File: config.mk
export PLATFORM = sky130hd
export DESIGN_NAME = wildcard_regex_matcher_unit
export DESIGN_NICKNAME = d
export VERILOG_FILES = /design/src/rtl/core/wrm_pkg.sv /design/src/rtl/core/wrm_ctrl.sv /design/src/rtl/core/wrm_dpath.sv /design/src/rtl/core/wildcard_regex_matcher_unit.sv
export SDC_FILE = /design/constraint.sdc
export NUM_CORES = 1
export LEC_CHECK = 0
export ABC_AREA = 1
export BUFFER_PORTS_ARGS = -buffer_cell sky130_fd_sc_hd__buf_2
export CORE_ASPECT_RATIO = 2
export CORE_MARGIN = 3
export CORE_UTILIZATION = 50
export DETAILED_ROUTE_END_ITERATION = 7
export PLACE_DENSITY = 0.63
export SLEW_MARGIN = 10
export SYNTH_ARGS = -nofsm -noshare
export SYNTH_HDL_FRONTEND = slang
export SYNTH_SLANG_ARGS = --single-unit
File: constraint.sdc
create_clock -name clk -period 4 [get_ports clk]
set_input_delay 0.8 -clock clk [delete_from_list [all_inputs] [get_ports clk]]
set_output_delay 0.8 -clock clk [all_outputs]
set_load 0.01 [all_outputs]
File: src/rtl/core/wrm_pkg.sv
// ---------------------------------------------------------------------------
// wrm_pkg
// sizes, character codes and controller/datapath bundles of the matcher
// ---------------------------------------------------------------------------
package wrm_pkg;

	localparam int MAX_PAT = 32;
	localparam int ROW_W   = MAX_PAT + 1;
	localparam int LEN_W   = $clog2(MAX_PAT + 1);
	localparam int ADDR_W  = (MAX_PAT > 1) ? $clog2(MAX_PAT) : 1;

	localparam logic [7:0] CH_STAR = 8'd42;
	localparam logic [7:0] CH_DOT  = 8'd46;

	localparam logic FUNC_PAT  = 1'b0;
	localparam logic FUNC_SUBJ = 1'b1;

	// controller to datapath
	typedef struct packed {
		logic load_pat;
		logic load_subj;
		logic step;
		logic emit;
	} cmd_t;

	// datapath to controller
	typedef struct packed {
		logic last_step;
		logic len_zero;
	} status_t;

endpackage

File: src/rtl/core/wrm_ctrl.sv
// ---------------------------------------------------------------------------
// wrm_ctrl
// sequencer: takes an item, walks the pattern positions, hands off the result
// ---------------------------------------------------------------------------
module wrm_ctrl (
	input  logic             clk,
	input  logic             arst_n,
	input  logic             in_valid,
	output logic             in_ready,
	input  logic             in_func,
	output logic             out_valid,
	input  logic             out_ready,
	output wrm_pkg::cmd_t    cmd,
	input  wrm_pkg::status_t stat
);
	import wrm_pkg::*;

	typedef enum logic [2:0] {
		ST_IDLE = 3'b001,
		ST_STEP = 3'b010,
		ST_EMIT = 3'b100
	} state_t;

	state_t state_q, state_d;
	logic   out_valid_q;
	logic   accept;
	logic   slot_free;

	assign in_ready  = (state_q == ST_IDLE);
	assign accept    = in_valid && in_ready;
	assign slot_free = !out_valid_q || out_ready;
	assign out_valid = out_valid_q;

	always_comb begin
		state_d       = state_q;
		cmd.load_pat  = 1'b0;
		cmd.load_subj = 1'b0;
		cmd.step      = 1'b0;
		cmd.emit      = 1'b0;
		unique case (state_q)
			ST_IDLE: begin
				if (accept) begin
					if (in_func == FUNC_PAT) begin
						cmd.load_pat = 1'b1;
						state_d      = ST_EMIT;
					end else begin
						cmd.load_subj = 1'b1;
						state_d       = stat.len_zero ? ST_EMIT : ST_STEP;
					end
				end
			end
			ST_STEP: begin
				cmd.step = 1'b1;
				if (stat.last_step)
					state_d = ST_EMIT;
			end
			ST_EMIT: begin
				if (slot_free) begin
					cmd.emit = 1'b1;
					state_d  = ST_IDLE;
				end
			end
			default: state_d = ST_IDLE;
		endcase
	end

	always_ff @(posedge clk or negedge arst_n) begin
		if (!arst_n) begin
			state_q     <= ST_IDLE;
			out_valid_q <= 1'b0;
		end else begin
			state_q <= state_d;
			if (cmd.emit)
				out_valid_q <= 1'b1;
			else if (out_ready)
				out_valid_q <= 1'b0;
		end
	end

endmodule

File: src/rtl/core/wrm_dpath.sv
// ---------------------------------------------------------------------------
// wrm_dpath
// pattern memory, match rows and the one-position-per-cycle row update
// ---------------------------------------------------------------------------
module wrm_dpath (
	input  logic             clk,
	input  logic             arst_n,
	input  wrm_pkg::cmd_t    cmd,
	output wrm_pkg::status_t stat,
	input  logic [7:0]       in_ch,
	input  logic             in_first,
	output logic             res_match,
	output logic             res_overflow
);
	import wrm_pkg::*;

	// pattern memory, one write and one registered read per cycle
	logic [7:0]        mem [MAX_PAT];
	logic [7:0]        rdata_q;
	logic [ADDR_W-1:0] raddr;

	// architectural state
	logic [LEN_W-1:0] len_q;
	logic             ovf_q;
	logic [ROW_W-1:0] erow_q;
	logic [ROW_W-1:0] crow_q;
	logic             es_l_q;   // empty row bit at the pattern end
	logic             es_l1_q;  // empty row bit one before the end

	// per-subject scratch
	logic [ROW_W-1:0] csh_q;
	logic [ROW_W-1:0] nrow_q;
	logic             n1_q, n2_q;
	logic [7:0]       prev_q;
	logic [7:0]       ch_q;
	logic [LEN_W-1:0] idx_q;
	logic             m_q;
	logic             out_m_q, out_ovf_q;

	// pattern load path
	logic [LEN_W-1:0] len_base, len_inc;
	logic             ovf_base, es_l_base, es_l1_base;
	logic [ROW_W-1:0] erow_base, erow_new;
	logic             pat_full, e_bit;

	// subject step path
	logic             hit_p, hit_prev, is_star, s_bit;
	logic [ROW_W-1:0] nrow_next;

	assign len_base   = in_first ? '0 : len_q;
	assign ovf_base   = in_first ? 1'b0 : ovf_q;
	assign erow_base  = in_first ? ROW_W'(1) : erow_q;
	assign es_l_base  = in_first ? 1'b1 : es_l_q;
	assign es_l1_base = in_first ? 1'b0 : es_l1_q;
	assign pat_full   = (len_base == LEN_W'(MAX_PAT));
	assign len_inc    = LEN_W'(len_base + 1'b1);
	assign e_bit      = (in_ch == CH_STAR) && (len_base != '0) && es_l1_base;

	always_comb begin
		for (int k = 0; k < ROW_W; k++)
			erow_new[k] = (LEN_W'(k) == len_inc) ? e_bit : erow_base[k];
	end

	assign hit_p    = (rdata_q == ch_q) || (rdata_q == CH_DOT);
	assign hit_prev = (prev_q == ch_q) || (prev_q == CH_DOT);
	assign is_star  = (rdata_q == CH_STAR);

	// star: zero copies (two back) or one more copy of the element before it
	always_comb begin
		if (is_star)
			s_bit = (idx_q > LEN_W'(1)) &&
				(n2_q || ((csh_q[0] || csh_q[1]) && hit_prev));
		else
			s_bit = csh_q[0] && hit_p;
	end

	always_comb begin
		for (int k = 0; k < ROW_W; k++)
			nrow_next[k] = (LEN_W'(k) == idx_q) ? s_bit : nrow_q[k];
	end

	assign raddr          = cmd.step ? idx_q[ADDR_W-1:0] : '0;
	assign stat.last_step = (idx_q == len_q);
	assign stat.len_zero  = (len_q == '0);
	assign res_match      = out_m_q;
	assign res_overflow   = out_ovf_q;

	always_ff @(posedge clk) begin
		if (cmd.load_pat && !pat_full)
			mem[len_base[ADDR_W-1:0]] <= in_ch;
		rdata_q <= mem[raddr];
	end

	always_ff @(posedge clk or negedge arst_n) begin
		if (!arst_n) begin
			len_q   <= '0;
			ovf_q   <= 1'b0;
			erow_q  <= ROW_W'(1);
			crow_q  <= ROW_W'(1);
			es_l_q  <= 1'b1;
			es_l1_q <= 1'b0;
		end else if (cmd.load_pat) begin
			if (pat_full) begin
				len_q   <= len_base;
				ovf_q   <= 1'b1;
				erow_q  <= erow_base;
				crow_q  <= erow_base;
				es_l_q  <= es_l_base;
				es_l1_q <= es_l1_base;
			end else begin
				len_q   <= len_inc;
				ovf_q   <= ovf_base;
				erow_q  <= erow_new;
				crow_q  <= erow_new;
				es_l_q  <= e_bit;
				es_l1_q <= es_l_base;
			end
		end else if (cmd.load_subj && stat.len_zero) begin
			crow_q <= '0;
		end else if (cmd.step && stat.last_step) begin
			crow_q <= nrow_next;
		end
	end

	always_ff @(posedge clk) begin
		if (cmd.load_pat) begin
			m_q <= pat_full ? es_l_base : e_bit;
		end else if (cmd.load_subj) begin
			csh_q  <= in_first ? erow_q : crow_q;
			nrow_q <= '0;
			n1_q   <= 1'b0;
			n2_q   <= 1'b0;
			idx_q  <= LEN_W'(1);
			ch_q   <= in_ch;
			m_q    <= 1'b0;
		end else if (cmd.step) begin
			nrow_q <= nrow_next;
			n2_q   <= n1_q;
			n1_q   <= s_bit;
			prev_q <= rdata_q;
			csh_q  <= csh_q >> 1;
			idx_q  <= LEN_W'(idx_q + 1'b1);
			m_q    <= s_bit;
		end
		if (cmd.emit) begin
			out_m_q   <= m_q;
			out_ovf_q <= ovf_q;
		end
	end

endmodule

File: src/rtl/core/wildcard_regex_matcher_unit.sv
// ---------------------------------------------------------------------------
// wildcard_regex_matcher_unit
// whole-string matcher for patterns with '.' and '*'
// ---------------------------------------------------------------------------
// Pattern bytes are loaded first (tuser = 0), then subject bytes are streamed
// (tuser = 1); tdata bit 8 set starts a new pattern or a new empty subject
// before the byte is taken. Every item returns one result item telling
// whether the subject so far matches the whole pattern, plus a sticky
// overflow bit once the pattern grew past 32 bytes (extra bytes are dropped).
// A subject item rebuilds the match row one pattern position per cycle,
// reading one byte per cycle from the single read port of the pattern
// memory. One item is in flight at a time; a finished result sits in an
// output register, so the next item is taken while it waits. There is no
// clearing pass after reset.
module wildcard_regex_matcher_unit (
	input  logic        clk,
	input  logic        arst_n,
	input  logic        s_axis_tvalid,
	output logic        s_axis_tready,
	input  logic [15:0] s_axis_tdata,   // [7:0] ch, [8] first, rest zero
	input  logic        s_axis_tuser,   // [0] func
	output logic        m_axis_tvalid,
	input  logic        m_axis_tready,
	output logic [7:0]  m_axis_tdata    // [0] match, [1] overflow, rest zero
);
	import wrm_pkg::*;

	cmd_t    cmd;
	status_t stat;
	logic    res_match, res_overflow;

	// sequencer: one-hot idle / step / emit
	wrm_ctrl u_ctrl (
		.clk       (clk),
		.arst_n    (arst_n),
		.in_valid  (s_axis_tvalid),
		.in_ready  (s_axis_tready),
		.in_func   (s_axis_tuser),
		.out_valid (m_axis_tvalid),
		.out_ready (m_axis_tready),
		.cmd       (cmd),
		.stat      (stat)
	);

	// pattern memory, empty-subject row and current row
	wrm_dpath u_dpath (
		.clk          (clk),
		.arst_n       (arst_n),
		.cmd          (cmd),
		.stat         (stat),
		.in_ch        (s_axis_tdata[7:0]),
		.in_first     (s_axis_tdata[8]),
		.res_match    (res_match),
		.res_overflow (res_overflow)
	);

	// result item, upper bits tied off
	assign m_axis_tdata = {6'd0, res_overflow, res_match};

endmodule

==> results of run 1 <==
-- cell usage after synthesis (10+ instances only) --
| cell | number | area (um^2) |
|---|---|---|
| dfrtp_1 | 75 | 1880 |
| buf_4 | 19 | 143 |
| buf_2 | 27 | 135 |
| nand3_1 | 175 | 876 |
| o211ai_1 | 152 | 1140 |
| nor2_2 | 11 | 68.8 |
| or2_2 | 150 | 938 |
| o21ai_0 | 120 | 601 |
| inv_2 | 26 | 97.6 |
| nor2_1 | 193 | 724 |
| a21oi_1 | 26 | 130 |
| clkbuf_1 | 56 | 210 |
| nand2_1 | 359 | 1350 |
| ha_1 | 11 | 138 |
| a21oi_2 | 12 | 105 |
| xnor2_1 | 10 | 87.6 |
| edfxtp_1 | 349 | 10500 |
| inv_1 | 127 | 477 |
| nor3_1 | 17 | 85.1 |
-- worst paths after layout --
check                                  from                 end  slack [ns]  depth (start not counted)
max                        u_dpath.idx_q[4]  u_dpath.crow_q[14]        0.80                          9
min                                  arst_n  u_dpath.erow_q[13]        0.36                          1
min in group clk                u_dpath.m_q   u_dpath.res_match        0.41                          0
min reg2reg                     u_dpath.m_q   u_dpath.res_match        0.41                          0
max in group asynchronous            arst_n   u_dpath.erow_q[0]        2.81                          2
max reg2reg                u_dpath.idx_q[4]  u_dpath.crow_q[14]        0.80                          9
-- cell families (layout without fill, tap and decap cells) --
family,after synthesis,count (layout),share of synthesized area (%)
compound gates,336,336,10.6
xor+xnor,10,10,0.431
fa+ha+maj,11,11,0.677
buf+inv,265,279,5.45
flops,436,436,62.1
other cells,1,7,0.0184
simple gates,926,926,20.7
-- per-stage QoR --
step | instance area (um^2) | instances | util, % | setup WS, ns | power (mW)
after floorplan | 20400 | 1990 | - | 0.360 | 8.45
after global placement | 20900 | 2459 | 52.5 | 0.403 | 9.39
after detailed placement | 20900 | 2459 | 52.5 | 0.281 | 9.48
after CTS | 22200 | 2529 | 55.9 | 0.798 | 13.4
after global routing | 22200 | 2529 | 55.9 | 0.590 | 14.0
final | 22200 | 2530 | 55.9 | 0.803 | 13.3
-- power by group through the flow --
stage / combinational [mW] / clock, mW / sequential (mW)
3_5_place_dp: 3.27 / 0 / 6.21
5_1_grt: 3.65 / 4.14 / 6.20
4_1_cts: 3.28 / 3.98 / 6.12
2_1_floorplan: 2.35 / 0 / 6.11
6_report: 3.26 / 3.90 / 6.12
3_3_place_gp: 3.21 / 0 / 6.18
-- layout make-up --
type                       count  area share, %
inverter                     153           2.59
antenna                        1         0.0112
clock inverter                24           1.25
timing repair buffer          56           1.88
clock buffer                  46           4.69
sequential                   436           56.7
multi-input combinational   1289           29.9
tap                          525           2.95
-- sequential cells by signal (all words and copies together) (netlist names), 3 cells and up --
name and count:
u_ctrl.state_q 3, u_dpath.ch_q 8, u_dpath.crow_q 33, u_dpath.csh_q 33
u_dpath.erow_q 33, u_dpath.idx_q 6, u_dpath.len_q 6, u_dpath.mem 256
u_dpath.nrow_q 33, u_dpath.prev_q 8, u_dpath.rdata_q 8
-- per-layer routing --
layer  vias up  GRT usage [%]  routed length (um)
li1       6813              -                   -
met1      6776           27.0               18400
met2       395           43.5               27900
met3       136           2.55                2090
met4         0           14.0                3340
met5         -              0                   0
==> impl_metrics.json, run 1 <==
{
  "seq_area_um2": 12600,
  "vias": 14100,
  "cts.sinks": 436,
  "async_flop_share_pct": 18.1,
  "die-area_um2": 43300,
  "worst_hold_path_type": "in2async",
  "syn_avg_cell_area_um2": 10.2,
  "critPathKind": "reg2reg",
  "drive_gt1_share_pct": 16.8,
  "p_per_area_nw_per_um2": 598,
  "cts_buffers": 39,
  "cts_max_path_buffers": 3,
  "dp_hpwl_mm": 33.4,
  "crit_arrival_ns": 3.63,
  "grt_pass1_wl_mm": 79.9,
  "peakVddDrop_mv": 0.454,
  "cp-start-kind": "register",
  "drv_slew": 0,
  "wl_per_cell_um": 20.4,
  "final_cell_mix": "nand2_1, edfxtp_1, nor2_1, nand3_1, o211ai_1",
  "drt_first_iter_violations": 1009,
  "required_ns": 4.43,
  "rows": 103,
  "grt_usage_pct": 24.0,
  "clock_latency_ns": 0.57,
  "status": "completed",
  "worstSetupEndpointType": "register",
  "portBuffers": 17,
  "ys_seq_area_share_pct": 62.1,
  "grt_max_degree": 146,
  "synth_seq_cells": 436,
  "tightest_slew_ns": 1.11,
  "nets": 2007,
  "yosysUniqueCellTypes": 43,
  "ys.flop_type": "edfxtp_1",
  "cts_tree": "built",
  "synthCells": 1985,
  "gp_congestion": 0.929,
  "cp_cell_sequence": "inv_1, nor2_1, nor4_1, nand3_1, o21ai_4, buf_4, nand2_1, inv_2, a21oi_2",
  "dieHeight_um": 291,
  "pwr-share-comb_pct": 24.6,
  "rsz0062_at_grt": "no",
  "fmax_mhz": 313,
  "finalWirelength_mm": 51.7,
  "maxCapViolations": 0,
  "worst-path-max-fanout": 37,
  "multi_input_area_um2": 6650,
  "cts_resized": 0,
  "clkPwrFrac_pct": 29.4,
  "via_per_inst": 5.58,
  "ant_nets": 0,
  "final_common_cell": "nand2_1",
  "die_w_um": 149,
  "setup-tns-final_ns": 0,
  "seq_power_share_pct": 46.1,
  "synth_edf_count": 349,
  "critical-path-top-delay-family": "compound AO/OA/AOI/OAI gates",
  "period_minus_slack_ns": 3.20,
  "p_int_mw": 8.96,
  "first_global_vias": 13900,
  "path_buf_inv": 3,
  "num_io_pins": 31,
  "ys_warn_count": 0,
  "start_util_pct": 51.1,
  "holdBufCountCts": 0,
  "fin_skew_ns": 0.0406,
  "dr.pass1.iters": 5,
  "slew_headroom_pct": 25.8,
  "drcViolationCount": 0,
  "root_buffer": "clkbuf_16",
  "antenna_found_initial": 1,
  "syn2layout_area_growth_pct": 9.42,
  "cp_slowest_cell": "o21ai_4",
  "p_sw_mw": 4.33,
  "syn-cell-area_um2": 20300,
  "power.leakage_nw": 8.40,
  "htree_levels": 2,
  "coreArea_um2": 39800,
  "setup_viol": 0,
  "final_hold_viol_count": 0,
  "path_clk_slew_ns": 0.07,
  "cpPeakStageDelay_ns": 0.92,
  "post_cts_buffers": 0,
  "sw_frac_of_total_pct": 32.6,
  "fillers": 3448,
  "fin_crit_sh_pct": 79.9,
  "whs_ns": 0.364,
  "gr-total-overflow": 0
}
Power figures use the tool's default switching activity.
==> run 2, diff against run 1 <==
--- a/config.mk
+++ b/config.mk
@@ -5,7 +5,7 @@
 export SDC_FILE = /design/constraint.sdc
 export NUM_CORES = 1
 export LEC_CHECK = 0
-export ABC_AREA = 1
+export ABC_AREA = 0
 export BUFFER_PORTS_ARGS = -buffer_cell sky130_fd_sc_hd__buf_2
 export CORE_ASPECT_RATIO = 2
 export CORE_MARGIN = 3
==> constraint.sdc (replaced) <==
create_clock -name clk -period 3.2 [get_ports clk]
set_input_delay 0.64 -clock clk [delete_from_list [all_inputs] [get_ports clk]]
set_output_delay 0.64 -clock clk [all_outputs]
set_load 0.01 [all_outputs]
==> impl_metrics.json, run 2 <==
{
  "status": "completed",
  "cts.sinks": 436,
  "synthTopCellsByArea": "edfxtp_1, dfrtp_1, mux4_2",
  "worstSetupEndpointType": "register",
  "cp_slowest_cell": "o311ai_4",
  "rsz0062_at_grt": "no",
  "path_clk_slew_ns": 0.07,
  "first_global_vias": 13400,
  "peakVddDrop_mv": 0.513,
  "regToRegSetupSlack_ns": 0.33,
  "cts_tree": "built",
  "cp_cell_sequence": "nand2_1, inv_1, ha_1, buf_4, o311ai_4, nand3_1, mux2i_1, o32a_1",
  "synth_seq_cells": 436,
  "final_common_cell": "edfxtp_1",
  "setup-tns-final_ns": 0,
  "period_minus_slack_ns": 2.87,
  "antenna_found_initial": 0,
  "final_hold_viol_count": 0,
  "async_flop_share_pct": 18.1,
  "cpPeakStageDelay_ns": 0.91,
  "root_buffer": "clkbuf_16",
  "fin_skew_ns": 0.0272,
  "dieHeight_um": 288,
  "rows": 102,
  "fmax_mhz": 348,
  "dr.pass1.iters": 6,
  "drv_slew": 0,
  "fin_crit_sh_pct": 89.7,
  "cts_resized": 0,
  "worst_hold_path_type": "in2async",
  "start_util_pct": 51.0,
  "via_per_inst": 6.08,
  "r2r_start": "u_dpath.len_q[0]",
  "cts_max_path_buffers": 3,
  "required_ns": 3.61,
  "path_buf_inv": 2,
  "grt_usage_pct": 24.5,
  "ant_nets": 0,
  "coreArea_um2": 39100,
  "vias": 13000,
  "tightest_slew_ns": 1.07,
  "holdBufCountCts": 0,
  "cts_buffers": 39,
  "synthCells": 1536,
  "yosysMostFrequentCell": "edfxtp_1",
  "gp_congestion": 0.968,
  "syn-cell-area_um2": 19900,
  "whs_ns": 0.0762,
  "cp-start-kind": "register",
  "synth_commonest_cells": "edfxtp_1, nand2_1, nor2_1",
  "num_io_pins": 31,
  "ys_warn_count": 0,
  "critPathKind": "reg2reg",
  "critical-path-top-delay-family": "compound AO/OA/AOI/OAI gates",
  "dp_slack_ns": -0.0668,
  "drcViolationCount": 0,
  "crit_arrival_ns": 3.29,
  "maxCapViolations": 0,
  "finalWirelength_mm": 51.9,
  "nets": 1624,
  "synth_top_area_share_pct": 52.6,
  "synth_edf_count": 349,
  "ys.flop_type": "edfxtp_1",
  "yosysUniqueCellTypes": 87,
  "wl_per_cell_um": 24.2,
  "antenna_cells": 0,
  "ys_seq_area_share_pct": 63.3,
  "final_cell_area_um2": 22600,
  "grt_max_degree": 58,
  "p_per_area_nw_per_um2": 683,
  "post_cts_buffers": 0,
  "drive_gt1_share_pct": 19.4,
  "yosysTopAreaCell": "edfxtp_1",
  "largest_register_ffs": 256,
  "die-area_um2": 42400,
  "clock_latency_ns": 0.56,
  "worst-path-max-fanout": 25,
  "htree_levels": 2,
  "place_area_um2": 21200,
  "portBuffers": 17,
  "instances_no_fill": 2142,
  "power.leakage_nw": 8.06,
  "final_cell_mix": "edfxtp_1, nand2_1, nor2_1, buf_4, o21ai_0",
  "drt_first_iter_violations": 995,
  "syn2layout_area_growth_pct": 13.2,
  "setup_viol": 0,
  "worstReg2RegEnd": "u_dpath.crow_q[21]",
  "fin_ws_ns": 0.328,
  "slew_headroom_pct": 28.7,
  "dp_hpwl_mm": 36.4,
  "die_w_um": 147,
  "grt_pass1_wl_mm": 79.2,
  "place_inst": 2071,
  "gr-total-overflow": 0,
  "syn_avg_cell_area_um2": 13.0,
  "ff2ff_path_depth": 8
}
[run 2: changes by cell type after synthesis, sizes merged, moves of 17 or more]
cell    previous run  this run
inv              153        15
or2              150         2
o211ai           152         8
nand2            364       155
mux2               0        34
nand3            175        39
nor2             208       140
mux2i              0        60
mux4               0        40
o21ai            127        95
a31oi              1        50
o22ai              8        25
[run 2: cell families after synthesis]
kind of cell / count (synthesis) / synth area share (%)
AND/OR/NAND/NOR: 459 / 11.1
XOR/XNOR: 27 / 1.19
AO/OA/AOI/OAI: 329 / 11.2
flip-flops: 436 / 63.3
buffers and inverters: 139 / 3.07
other: 1 / 0.0188
adder cells (fa/ha/maj): 11 / 0.691
multiplexers: 134 / 9.48
[run 2: metrics by stage]
step	utilization, %	total power [mW]
floorplan	-	9.30
global placement	54.3	10.4
detailed placement	54.3	10.5
CTS	57.8	15.5
global route	57.8	16.0
finish	57.8	15.4
[run 2: cell type report]
class / instances / area [um^2]
fillers: 3249 / 16500
flip-flops and latches: 436 / 12600
multi-input cells: 966 / 6790
repair buffers: 133 / 1060
clock buffers: 41 / 993
well taps: 520 / 651
clock inverters: 30 / 378
inverters: 16 / 61.3
[run 2: metal layers]
| layer | global-route usage [%] | share of wire (%) | up-vias |
|---|---|---|---|
| li1 | - | - | 5965 |
| met1 | 25.0 | 34 | 6519 |
| met2 | 47.2 | 56 | 402 |
| met3 | 2.62 | 3.7 | 146 |
| met4 | 14.6 | 6.8 | 0 |
| met5 | 0 | 0 | - |
[run 2: power breakdown]
part	internal [mW]	switching, mW
clock network	2.86	2.17
registers	6.85	0.375
logic	1.13	2.04
total	10.8	4.58
[run 2: worst max-delay path by stage]
stage | end | cells past startpoint | from | slack [ns]
after floorplan | u_dpath.mem[0][0] | 10 | s_axis_tdata[8] | 0.005
after global placement | u_dpath.crow_q[21] | 10 | s_axis_tdata[8] | -0.05
after detailed placement | u_dpath.crow_q[21] | 10 | s_axis_tdata[8] | -0.07
after CTS | u_dpath.crow_q[21] | 8 | u_dpath.len_q[0] | 0.33
after global routing | u_dpath.crow_q[19] | 8 | u_dpath.len_q[0] | 0.18
final | u_dpath.crow_q[21] | 8 | u_dpath.len_q[0] | 0.33
==> run 3, diff against run 2 <==
--- a/config.mk
+++ b/config.mk
@@ -9,9 +9,9 @@
 export BUFFER_PORTS_ARGS = -buffer_cell sky130_fd_sc_hd__buf_2
 export CORE_ASPECT_RATIO = 2
 export CORE_MARGIN = 3
-export CORE_UTILIZATION = 50
+export CORE_UTILIZATION = 60
 export DETAILED_ROUTE_END_ITERATION = 7
-export PLACE_DENSITY = 0.63
+export PLACE_DENSITY = 0.73
 export SLEW_MARGIN = 10
 export SYNTH_ARGS = -nofsm -noshare
 export SYNTH_HDL_FRONTEND = slang
==> impl_metrics.json, run 3 (synthesis results as in run 2) <==
{
  "maxCapViolations": 0,
  "status": "completed",
  "final_cell_mix": "edfxtp_1, nand2_1, nor2_1, buf_4, o21ai_0",
  "dr.pass1.iters": 8,
  "setup_viol": 0,
  "p_per_area_nw_per_um2": 671,
  "coreArea_um2": 32500,
  "grt_usage_pct": 28.3,
  "portBuffers": 17,
  "hp-start": "m_axis_tready",
  "crit_start": "u_dpath.idx_q[0]",
  "syn2layout_area_growth_pct": 12.2,
  "place_inst": 1984,
  "drt_first_iter_violations": 1214,
  "vias": 13200,
  "cp-start-kind": "register",
  "whs_ns": 0.375,
  "gp_congestion": 0.977,
  "crit_arrival_ns": 3.28,
  "cts.sinks": 436,
  "ant_nets": 0,
  "slew_headroom_pct": 31.9,
  "rsz0062_at_grt": "no",
  "first_global_vias": 13300,
  "cts_tree": "built",
  "cts_buffers": 38,
  "worstSetupEndpointType": "register",
  "largest_register_ffs": 256,
  "dp_hpwl_mm": 34.8,
  "required_ns": 3.55,
  "clock_latency_ns": 0.56,
  "finalPower_mw": 15.0,
  "finalWirelength_mm": 50.0,
  "fin_skew_ns": 0.0197,
  "setup-tns-final_ns": 0,
  "critPathKind": "reg2reg",
  "fin_crit_sh_pct": 91.5,
  "period_minus_slack_ns": 2.93,
  "gr-total-overflow": 0,
  "fin_ws_ns": 0.272,
  "antenna_cells": 0,
  "rows": 93,
  "drv_slew": 0,
  "path_clk_slew_ns": 0.07,
  "nets": 1630,
  "start_util_pct": 61.4,
  "cts_resized": 0,
  "drive_gt1_share_pct": 18.9,
  "final_cell_area_um2": 22400,
  "tightest_slew_ns": 1.02,
  "root_buffer": "clkbuf_16",
  "finish.utilization_pct": 68.9,
  "fmax_mhz": 341,
  "wl_per_cell_um": 24.4,
  "num_io_pins": 31,
  "worst_hold_path_type": "in2reg",
  "dp_slack_ns": 0.0364,
  "via_per_inst": 6.41,
  "instances_no_fill": 2054,
  "die_w_um": 135,
  "peakVddDrop_mv": 0.570,
  "die-area_um2": 35600,
  "drcViolationCount": 0,
  "htree_levels": 2,
  "r2r_start": "u_dpath.idx_q[0]",
  "place_area_um2": 21100,
  "worst-path-max-fanout": 12,
  "final_common_cell": "edfxtp_1",
  "power.leakage_nw": 8.02,
  "final_hold_viol_count": 0,
  "grt_max_degree": 62,
  "dieHeight_um": 264,
  "grt_pass1_wl_mm": 76.6,
  "antenna_found_initial": 0,
  "cts_max_path_buffers": 3
}
[run 3: cell types whose count changed in the layout (fill, tap and decap cells not counted), sizes merged, moves of 2 or more]
| cell | change |
|---|---|
| clkinvlp | -3 |
| clkinv | -7 |
| clkbuf | +10 |
| inv | +2 |
| bufinv | -4 |
| buf | +6 |
[run 3: path summary, 6_finish.rpt]
| check | end | slack (ns) | cells past startpoint |
|---|---|---|---|
| setup / recovery | u_dpath.nrow_q[2] | 0.27 | 8 |
| hold / removal | u_ctrl.out_valid | 0.37 | 3 |
| setup reg to reg | u_dpath.nrow_q[2] | 0.27 | 8 |
| hold reg to reg | u_dpath.res_match | 0.45 | 0 |
| max in group asynchronous | u_dpath.crow_q[0] | 1.98 | 3 |
| min in group asynchronous | u_ctrl.out_valid | 0.52 | 2 |
[run 3: area by class of cell]
class | instances | area (um^2)
multi-input cells | 966 | 6790
fillers | 2229 | 10100
clock inverters | 18 | 213
flip-flops and latches | 436 | 12600
inverters | 16 | 61.3
clock buffers | 51 | 1050
well taps | 427 | 534
repair buffers | 140 | 1090
[run 3: worst max-delay path, stage by stage (launching register included)]
cell      delay, ns
edfxtp_1       0.73
inv_1          0.18
ha_1           0.24
o21ai_0        0.25
nand2b_1       0.22
nor2_1         0.46
nor2_1         0.11
buf_4          0.22
a311oi_1       0.32
[run 3: per-layer routing]
metal  vias up  global-route usage (%)  share of wire (%)
met3       160                    3.28                4.0
met2       494                    53.2                 56
li1       5975                       -                  -
met5         -                       0                  0
met1      6538                    29.8                 34
met4         0                    16.4                6.5
[run 3: power by group]
group          internal, mW  leakage (nW)  switching, mW
logic                  1.13          3.16           1.99
clock network          2.59         0.613           2.07
registers              6.85          4.25          0.381
total                  10.6          8.02           4.44
[run 3: repair_timing]
action | in CTS | in global routing
hold endpoints to repair | 17 | 0
hold buffers | 1 | 0
setup buffers | 0 | 0
